File: src/sv/dspc_pkg.sv
// Shared types, constants and helpers for the dual sensor plausibility check.
package dspc_pkg;

	// Sample and register widths
	localparam int SAMPLE_BITS = 12;
	localparam int CFG_W       = 12;
	localparam int COUNT_W     = 6;
	localparam int IDX_W       = 3;

	// Range status codes
	localparam logic [1:0] RANGE_OK   = 2'd0;
	localparam logic [1:0] RANGE_HIGH = 2'd1;
	localparam logic [1:0] RANGE_LOW  = 2'd2;

	// Register indexes
	typedef enum logic [IDX_W-1:0] {
		REG_HIGH_LIMIT  = 3'd0,
		REG_LOW_LIMIT   = 3'd1,
		REG_DIFF_LIMIT  = 3'd2,
		REG_SET_COUNT   = 3'd3,
		REG_CLEAR_COUNT = 3'd4
	} reg_idx_t;

	// Reset values
	localparam logic [CFG_W-1:0]   HIGH_LIMIT_RST  = 12'd4095;
	localparam logic [CFG_W-1:0]   LOW_LIMIT_RST   = 12'd0;
	localparam logic [CFG_W-1:0]   DIFF_LIMIT_RST  = 12'd161;
	localparam logic [COUNT_W-1:0] SET_COUNT_RST   = 6'd30;
	localparam logic [COUNT_W-1:0] CLEAR_COUNT_RST = 6'd15;

	typedef logic [SAMPLE_BITS-1:0] sample_t;
	typedef logic [COUNT_W-1:0]     count_t;

	// Active configuration
	typedef struct packed {
		sample_t          high_limit;
		sample_t          low_limit;
		logic [CFG_W-1:0] diff_limit;
		count_t           set_count;
		count_t           clear_count;
	} cfg_t;

	// Check state, which is also the result payload
	typedef struct packed {
		logic [1:0] range_status;
		logic       fault;
		count_t     count;
	} chk_state_t;

	// Fit a register value to the sample width (truncate or zero extend)
	function automatic sample_t to_sample(input logic [CFG_W-1:0] v);
		logic [CFG_W+SAMPLE_BITS-1:0] t;
		t = {{SAMPLE_BITS{1'b0}}, v};
		return t[SAMPLE_BITS-1:0];
	endfunction

endpackage

File: src/sv/dual_sensor_plausibility_check_unit.sv
// Top level of the dual sensor plausibility check.
//
// Input channel: sensor_a / sensor_b with sample_valid, sample_stall. One
// transfer carries one pair of averaged readings.
// Result channel: range_status, mismatch_fault, mismatch_count with
// result_valid, result_stall. Every input transfer gives one result.
// Config port: cfg_we, cfg_index, cfg_data write one register per cycle;
// write only while no item is in flight.
// Path: a pair goes through the input register, then into the state/result
// register, which shows its result.
// Throughput: one pair per cycle while the result is not stalled. The state
// update is a single compare and 7-bit count step between the input
// register and the state register, so consecutive pairs go through back to back.
// The state register is the result register: the result stays put while
// result_stall is high, and the input register still takes one more pair.
// sample_stall rises only when both registers are full and the result is
// stalled.
// Reset clears the range status, counter, fault flag and all valids, and
// loads the register defaults.
module dual_sensor_plausibility_check_unit
	import dspc_pkg::*;
(
	input  logic             clk,
	input  logic             arst_n,
	input  logic             cfg_we,
	input  logic [IDX_W-1:0] cfg_index,
	input  logic [CFG_W-1:0] cfg_data,
	input  logic             sample_valid,
	output logic             sample_stall,
	input  sample_t          sensor_a,
	input  sample_t          sensor_b,
	output logic             result_valid,
	input  logic             result_stall,
	output logic [1:0]       range_status,
	output logic             mismatch_fault,
	output count_t           mismatch_count
);

	cfg_t       cfg;
	logic       valid_s1;
	sample_t    a_s1;
	sample_t    b_s1;
	logic       result_valid_q;
	chk_state_t st_q;
	chk_state_t st_nxt;
	logic       advance;

	dspc_cfg u_cfg (
		.clk       (clk),
		.arst_n    (arst_n),
		.cfg_we    (cfg_we),
		.cfg_index (cfg_index),
		.cfg_data  (cfg_data),
		.cfg       (cfg)
	);

	dspc_update u_update (
		.sensor_a (a_s1),
		.sensor_b (b_s1),
		.cfg      (cfg),
		.cur      (st_q),
		.nxt      (st_nxt)
	);

	// Flow control
	assign advance      = valid_s1 && (!result_valid_q || !result_stall);
	assign sample_stall = valid_s1 && result_valid_q && result_stall;

	// Input register
	always_ff @(posedge clk or negedge arst_n) begin
		if (!arst_n) begin
			valid_s1 <= 1'b0;
		end else if (!sample_stall) begin
			valid_s1 <= sample_valid;
		end
	end

	always_ff @(posedge clk) begin
		if (sample_valid && !sample_stall) begin
			a_s1 <= sensor_a;
			b_s1 <= sensor_b;
		end
	end

	// State / result register
	always_ff @(posedge clk or negedge arst_n) begin
		if (!arst_n) begin
			st_q           <= '0;
			result_valid_q <= 1'b0;
		end else if (advance) begin
			st_q           <= st_nxt;
			result_valid_q <= 1'b1;
		end else if (!result_stall) begin
			result_valid_q <= 1'b0;
		end
	end

	assign result_valid   = result_valid_q;
	assign range_status   = st_q.range_status;
	assign mismatch_fault = st_q.fault;
	assign mismatch_count = st_q.count;

	// Input side stalls only when the whole pipe is blocked
	a_stall_cause: assert property (@(posedge clk) disable iff (!arst_n)
		sample_stall |-> (valid_s1 && result_valid_q && result_stall))
		else $error("sample_stall without a blocked pipe");

	// A pair moving out of the input register shows up as a result
	a_advance_result: assert property (@(posedge clk) disable iff (!arst_n)
		advance |=> result_valid_q)
		else $error("advanced pair did not produce a result");

	// Range status never carries the unused code
	a_range_code: assert property (@(posedge clk) disable iff (!arst_n)
		result_valid_q |-> (st_q.range_status == RANGE_OK ||
			st_q.range_status == RANGE_HIGH || st_q.range_status == RANGE_LOW))
		else $error("range status holds an unused code");

	// State changes only when a pair is processed
	a_state_hold: assert property (@(posedge clk) disable iff (!arst_n)
		!$past(advance) |-> $stable(st_q))
		else $error("state changed without a processed pair");

endmodule

File: src/sv/dspc_cfg.sv
// Configuration register file for the plausibility check.
module dspc_cfg
	import dspc_pkg::*;
(
	input  logic             clk,
	input  logic             arst_n,
	input  logic             cfg_we,
	input  logic [IDX_W-1:0] cfg_index,
	input  logic [CFG_W-1:0] cfg_data,
	output cfg_t             cfg
);

	cfg_t cfg_q;

	// Register writes; unknown indexes are dropped
	always_ff @(posedge clk or negedge arst_n) begin
		if (!arst_n) begin
			cfg_q.high_limit  <= to_sample(HIGH_LIMIT_RST);
			cfg_q.low_limit   <= to_sample(LOW_LIMIT_RST);
			cfg_q.diff_limit  <= DIFF_LIMIT_RST;
			cfg_q.set_count   <= SET_COUNT_RST;
			cfg_q.clear_count <= CLEAR_COUNT_RST;
		end else if (cfg_we) begin
			case (cfg_index)
				REG_HIGH_LIMIT:  cfg_q.high_limit  <= to_sample(cfg_data);
				REG_LOW_LIMIT:   cfg_q.low_limit   <= to_sample(cfg_data);
				REG_DIFF_LIMIT:  cfg_q.diff_limit  <= cfg_data;
				REG_SET_COUNT:   cfg_q.set_count   <= cfg_data[COUNT_W-1:0];
				REG_CLEAR_COUNT: cfg_q.clear_count <= cfg_data[COUNT_W-1:0];
				default: ;
			endcase
		end
	end

	assign cfg = cfg_q;

endmodule

File: src/sv/dspc_update.sv
// Next-state logic: range status, disagreement counter and fault flag.
module dspc_update
	import dspc_pkg::*;
(
	input  sample_t    sensor_a,
	input  sample_t    sensor_b,
	input  cfg_t       cfg,
	input  chk_state_t cur,
	output chk_state_t nxt
);

	localparam int WIDE_W = CFG_W + SAMPLE_BITS;

	sample_t             diff;
	logic [WIDE_W-1:0]   diff_w;
	logic [WIDE_W-1:0]   lim_w;
	logic [COUNT_W:0]    cnt;
	logic                a_in;
	logic                b_in;

	// Absolute difference, compared at a common width
	assign diff   = (sensor_a > sensor_b) ? (sensor_a - sensor_b) : (sensor_b - sensor_a);
	assign diff_w = {{CFG_W{1'b0}}, diff};
	assign lim_w  = {{SAMPLE_BITS{1'b0}}, cfg.diff_limit};

	// Strictly between the limits
	assign a_in = (sensor_a < cfg.high_limit) && (sensor_a > cfg.low_limit);
	assign b_in = (sensor_b < cfg.high_limit) && (sensor_b > cfg.low_limit);

	always_comb begin
		nxt = cur;

		// Range status: low beats high, both inside clears, else hold
		if (sensor_a > cfg.high_limit || sensor_b > cfg.high_limit)
			nxt.range_status = RANGE_HIGH;
		if (sensor_a < cfg.low_limit || sensor_b < cfg.low_limit)
			nxt.range_status = RANGE_LOW;
		if (a_in && b_in)
			nxt.range_status = RANGE_OK;

		// Counter step, one extra bit for the increment past 63
		cnt = {1'b0, cur.count};
		if (diff_w > lim_w)
			cnt = cnt + 1'b1;
		else if (diff_w < lim_w && cur.count != '0)
			cnt = cnt - 1'b1;

		// Clamp and set, then clear on the clamped value
		if (cnt >= {1'b0, cfg.set_count}) begin
			nxt.fault = 1'b1;
			cnt       = {1'b0, cfg.set_count};
		end
		if (cnt < {1'b0, cfg.clear_count})
			nxt.fault = 1'b0;

		nxt.count = cnt[COUNT_W-1:0];
	end

endmodule
File: config.mk
export PLATFORM = sky130hd
export DESIGN_NAME = dual_sensor_plausibility_check_unit
export DESIGN_NICKNAME = d
export VERILOG_FILES = /design/src/sv/dspc_pkg.sv /design/src/sv/dual_sensor_plausibility_check_unit.sv /design/src/sv/dspc_cfg.sv /design/src/sv/dspc_update.sv
export SDC_FILE = /design/constraint.sdc
export NUM_CORES = 1
export LEC_CHECK = 0
export BUFFER_PORTS_ARGS = -buffer_cell sky130_fd_sc_hd__buf_4
export CAP_MARGIN = 0
export CORE_MARGIN = 3
export CORE_UTILIZATION = 60
export CTS_CLUSTER_SIZE = 14
export DETAILED_ROUTE_END_ITERATION = 8
export PLACE_DENSITY = 0.89
export SYNTH_ARGS = -nofsm -noshare
export SYNTH_HDL_FRONTEND = slang
export SYNTH_SLANG_ARGS = --single-unit
File: constraint.sdc
create_clock -name clk -period 14.1 [get_ports clk]
set_input_delay 1.41 -clock clk [delete_from_list [all_inputs] [get_ports clk]]
set_output_delay 1.41 -clock clk [all_outputs]
set_load 0.005 [all_outputs]
Word level (Yosys, flattened, before mapping)
Index checks and enable logic that the tools add are counted. W data, S select, Z words.

Bits of input ports: 44. Bits in registers: 83.

Order comparisons: 13. Muxes and demuxes: 11. $add $sub $neg: 4. Reduce and logical (&&, ||, !) cells: 25. Eq/ne operators: 5.

Operator list (number): $gt A12 B12 Y1 (6); $lt A12 B12 Y1 (5); $sub A12 B12 Y12 (2); $mux W7 (3); $reduce_and A2 Y1 (7); $mux W12 (1); $logic_and A1 B1 Y1 (8); $add A6 B1 Y7 const B (1); $ge A7 B6 Y1 (1); $lt A7 B6 Y1 (1); $sub A6 B1 Y7 const B (1); $eq A3 B2 Y1 const B (2); $mux W2 (3); $reduce_bool A6 Y1 (1); $mux W1 (4); $eq A3 B1 Y1 const B (1); $eq A3 B3 Y1 const B (1); $logic_not A1 Y1 (3); $logic_not A3 Y1 (1); $logic_or A1 B1 Y1 (3); $reduce_bool A3 Y1 (1); $ne A2 B1 Y1 const B (1); $reduce_bool A2 Y1 (1).

Logic depth before layout (Yosys ltp)
Depth in word-level cells: 11. Depth in mapped cells: 37. Gate-level depth less buffers: 34.

By module
From an unflattened synthesis, not the netlist that was laid out.

Cell total of the unflattened synthesis: 575. Area total of the unflattened synthesis: 6239.7 sq um.

Modules (own cells, without submodules): dspc_update (times used 1, area an instance 3141.8 sq um, cells each 420); dspc_cfg (times used 1, area an instance 1951.9 sq um, cells each 105); dual_sensor_plausibility_check_unit (times used 1, area an instance 1146.1 sq um, cells each 50).

Worst setup path after synthesis
OpenSTA, ideal clock, no wires.

Path kind: reg2reg. Start point: register a_s1[9]. End point: register st_q (netlist bit mismatch_fault). Buffers on the path: 4. Cell stages (with the launch flop): 37. Data required time: 13.968 ns. Arrival: 6.927 ns. Period minus slack after synthesis: 7.060 ns. Library setup time: 0.132 ns. Slack: 7.040 ns. Path through: edfxtp_1 > inv_1 > ha_1 > buf_4 > a211o_2 > a21o_1 > nor3_2 > or2_1 > buf_6 > mux2_2 > nand2_1 > o2111ai_1 > xor2_1 > ha_1 > a21o_1 > a21o_1 > a21oi_1 > o21ai_2 > o21ai_0 > nand2_1 > xnor2_1 > ha_1 > nand2b_1 > a21o_1 > a21o_1 > a21oi_1 > o21ai_1 > or2_1 > buf_6 > buf_2 > mux2_2 > ha_1 > a21o_1 > a211oi_1 > o21ai_0 > o221ai_1 > a21oi_1.

RTL lines: start: declaration (line dual_sensor_plausibility_check_unit.sv:41) `sample_t a_s1;`; start signal: assignment (line dual_sensor_plausibility_check_unit.sv:80) `a_s1 <= sensor_a;`; end signal: assignment (line dual_sensor_plausibility_check_unit.sv:91) `st_q <= st_nxt;`; end: declaration (line dual_sensor_plausibility_check_unit.sv:44) `chk_state_t st_q;`.

==> metrics <==
Via density 6.054; commonest non-fill, non-tap cell in the layout ha_1; setup tns final 0 ps; Clock Latency Late Sink 370 ps; Global Route Usage Sum 27.99%; gpl congestion 1.010; syn_nets 783; Initial Util 62.58%; final core utilization 69.61%; first-pass GRT wire length 25120 µm; Tcrit/Tclk final 58.42%; Remaining DRCs 0; Fmax achieved 121.4 MHz; clock share of power 16.1%; Routed Antenna Nets 0; Finished Layout Cells 830; die extent in x 107.7 µm; post-CTS sizing 0; initial antenna violation count 0; min Tclk post-route 8237 ps; Core Footprint 0.009910 mm²; Die Y 107.7 µm; Hold Fails Final Rpt 0; Top delay family on crit path compound AO/OA/AOI/OAI gates; highest ir drop seen on vdd 0.09446 mV; Diodes inserted 0; Clock Path Buffers 2; Worst-path clk slew 90 ps; relative slew slack 17.88%; worst-margin pin slew 1232 ps; worst-path fanout max 13; CP max stage delay 500 ps; worst setup margin 5863 ps; switching share of power 40.13%; total chip power 1.051 mW; worst clock skew 10.27 ps; num rows 36; placed cell area 0.006714 mm²; via count 5025; area grow syn2layout 11.24%; average size of a mapped cell 9.674 µm²; synth unique cells 68; Post-synth ARST share 71.08%; CP max stage cell o21ai_0; Clock Sinks 83; HP Class reg2reg; Max Slew Vio Count 0; RSZ-0062 raised after global routing no; H-tree Lvls 3; Num CTS Buffers 9; mapped cell area 0.006201 mm²; outcome finished clean; Psw 0.4219 mW; routed wire length 15580 µm; max cap viols 0; Buf/Inv on CP 1; Pre-Repair DR Iteration Count 7; largest net degree at the start of global routing 60; CTS hold repair buffers 0; nets 834; input/output buffers 54; CP endpoint kind flip-flop; Iteration-0 DRC Markers 349; endpoints failing setup 0; Worst EP arrival 8480 ps; Inst Count DP 814; Power Internal 0.6294 mW; sequential share of the synthesized area 35.90%; Ys Warns 0; Req. time, crit path 14350 ps; Logic pwr share 50.4%; routed len/inst 18.77 µm; Clock Tree Root clkbuf_8; Critical Path Start Type flip-flop; Top FF cell, synth dfrtp_1; die area 0.01159 mm²; register bit total from synthesis 83; share of cells above drive strength 1 19.51%; vias in the first global route 5088; final instance area 0.006898 mm²; number of flops mapped to enable cells by yosys 24; CTS tree yes; Top Ports 55; pwr dens 152.4 mW/mm²; Post CTS Setup Buffer Count 0; Min Hold Slack 533.2 ps; GRT overflow 0; most frequent CP cell a21o_1; most frequent cells in the layout 96 x ha_1, 77 x inv_1, 65 x nand2_1; sequential power share 33.5%; pre-CTS setup slack 5965 ps; P_leak 3.294 nW; Mapped Cells 641; hpwl dp 12070 µm; Crit Path Class reg2reg
[logic make-up after synthesis]
family	share of synthesized area, %
buffers and inverters	6.053
adders and majority gates	20.02
muxes	5.468
AOI/OAI and AO/OA	18.66
and+or+nand+nor	12.07
xor gates and xnor gates	1.836
DFF	35.90
[sequential cells by signal, summed over array words and instances (netlist names)]
signal,flops
a_s1,12
b_s1,12
mismatch_count,6
mismatch_fault,1
range_status,2
result_valid,1
u_cfg.cfg,48
valid_s1,1
[cells in the mapped netlist, types with 2 or more instances]
library cell,instances,area [µm²]
nand2b_1,8,50.05
and2_1,4,25.02
a21oi_1,31,155.2
nor4_1,2,12.51
a211o_1,5,43.79
a21oi_2,2,17.52
or2_1,2,12.51
mux2i_1,8,80.08
nand3_1,13,65.06
mux2_2,18,202.7
nand2_1,65,244.0
inv_1,77,289.0
dfstp_2,23,604.3
a21o_1,30,225.2
o21ai_2,2,17.52
o22ai_1,4,25.02
nor2_1,20,75.07
edfxtp_1,24,720.7
o31ai_1,3,22.52
o2111ai_1,3,26.28
buf_2,3,15.01
fa_1,2,40.04
or2_2,2,12.51
o21ai_0,50,250.2
mux2_4,3,45.04
a211oi_1,4,30.03
nand4_1,14,87.58
clkbuf_1,11,41.29
ha_1,96,1201
buf_6,2,22.52
xnor2_1,6,52.55
a21bo_2,2,20.02
o41ai_1,2,17.52
o31a_1,2,17.52
a31oi_1,3,18.77
nor2b_1,7,43.79
xor2_1,7,61.31
a211oi_2,2,25.02
o21a_1,5,37.54
dfrtp_1,36,900.9
o221ai_1,6,52.55
nor3_1,6,30.03
[routing by layer]
layer  up-vias  part of all wire (%)  track usage, %
met5         -                     0               0
met4         0                   2.0           8.927
met3        27                   6.6           4.379
met2       197                    47           45.03
met1      2408                    44           38.86
li1       2393                     -               -
[cell type report]
class / instances / area [µm²]
Sequential cell: 83 / 2226
Fill cell: 742 / 3012
Inverter: 77 / 289.0
Clock inverter: 6 / 56.30
Clock buffer: 10 / 127.6
Tap cell: 133 / 166.4
Multi-Input combinational cell: 464 / 3605
Timing Repair Buffer: 57 / 427.9
[worst paths after layout]
check	from	to	slack [ps]	depth (start not counted)
max	a_s1[9]$_DFFE_PP_	mismatch_fault$_DFFE_PN0P_	5860	32
min	valid_s1$_DFFE_PN0N_	result_valid$_DFFE_PN0P_	530	1
max reg2reg	a_s1[9]$_DFFE_PP_	mismatch_fault$_DFFE_PN0P_	5860	32
min reg2reg	valid_s1$_DFFE_PN0N_	result_valid$_DFFE_PN0P_	530	1
max in group asynchronous	arst_n	u_cfg.cfg[26]$_DFFE_PN0P_	12460	1
min in group asynchronous	arst_n	u_cfg.cfg[30]$_DFFE_PN0P_	1120	1
[power groups by stage]
stage	Combinational, mW	Sequential, mW	Clock (mW)
after detailed placement	0.517	0.356	0
after CTS	0.522	0.351	0.171
final	0.529	0.352	0.170
after global routing	0.584	0.359	0.182
after global placement	0.488	0.353	0
after floorplan	0.401	0.334	0
(Power assumes the default switching activity.)
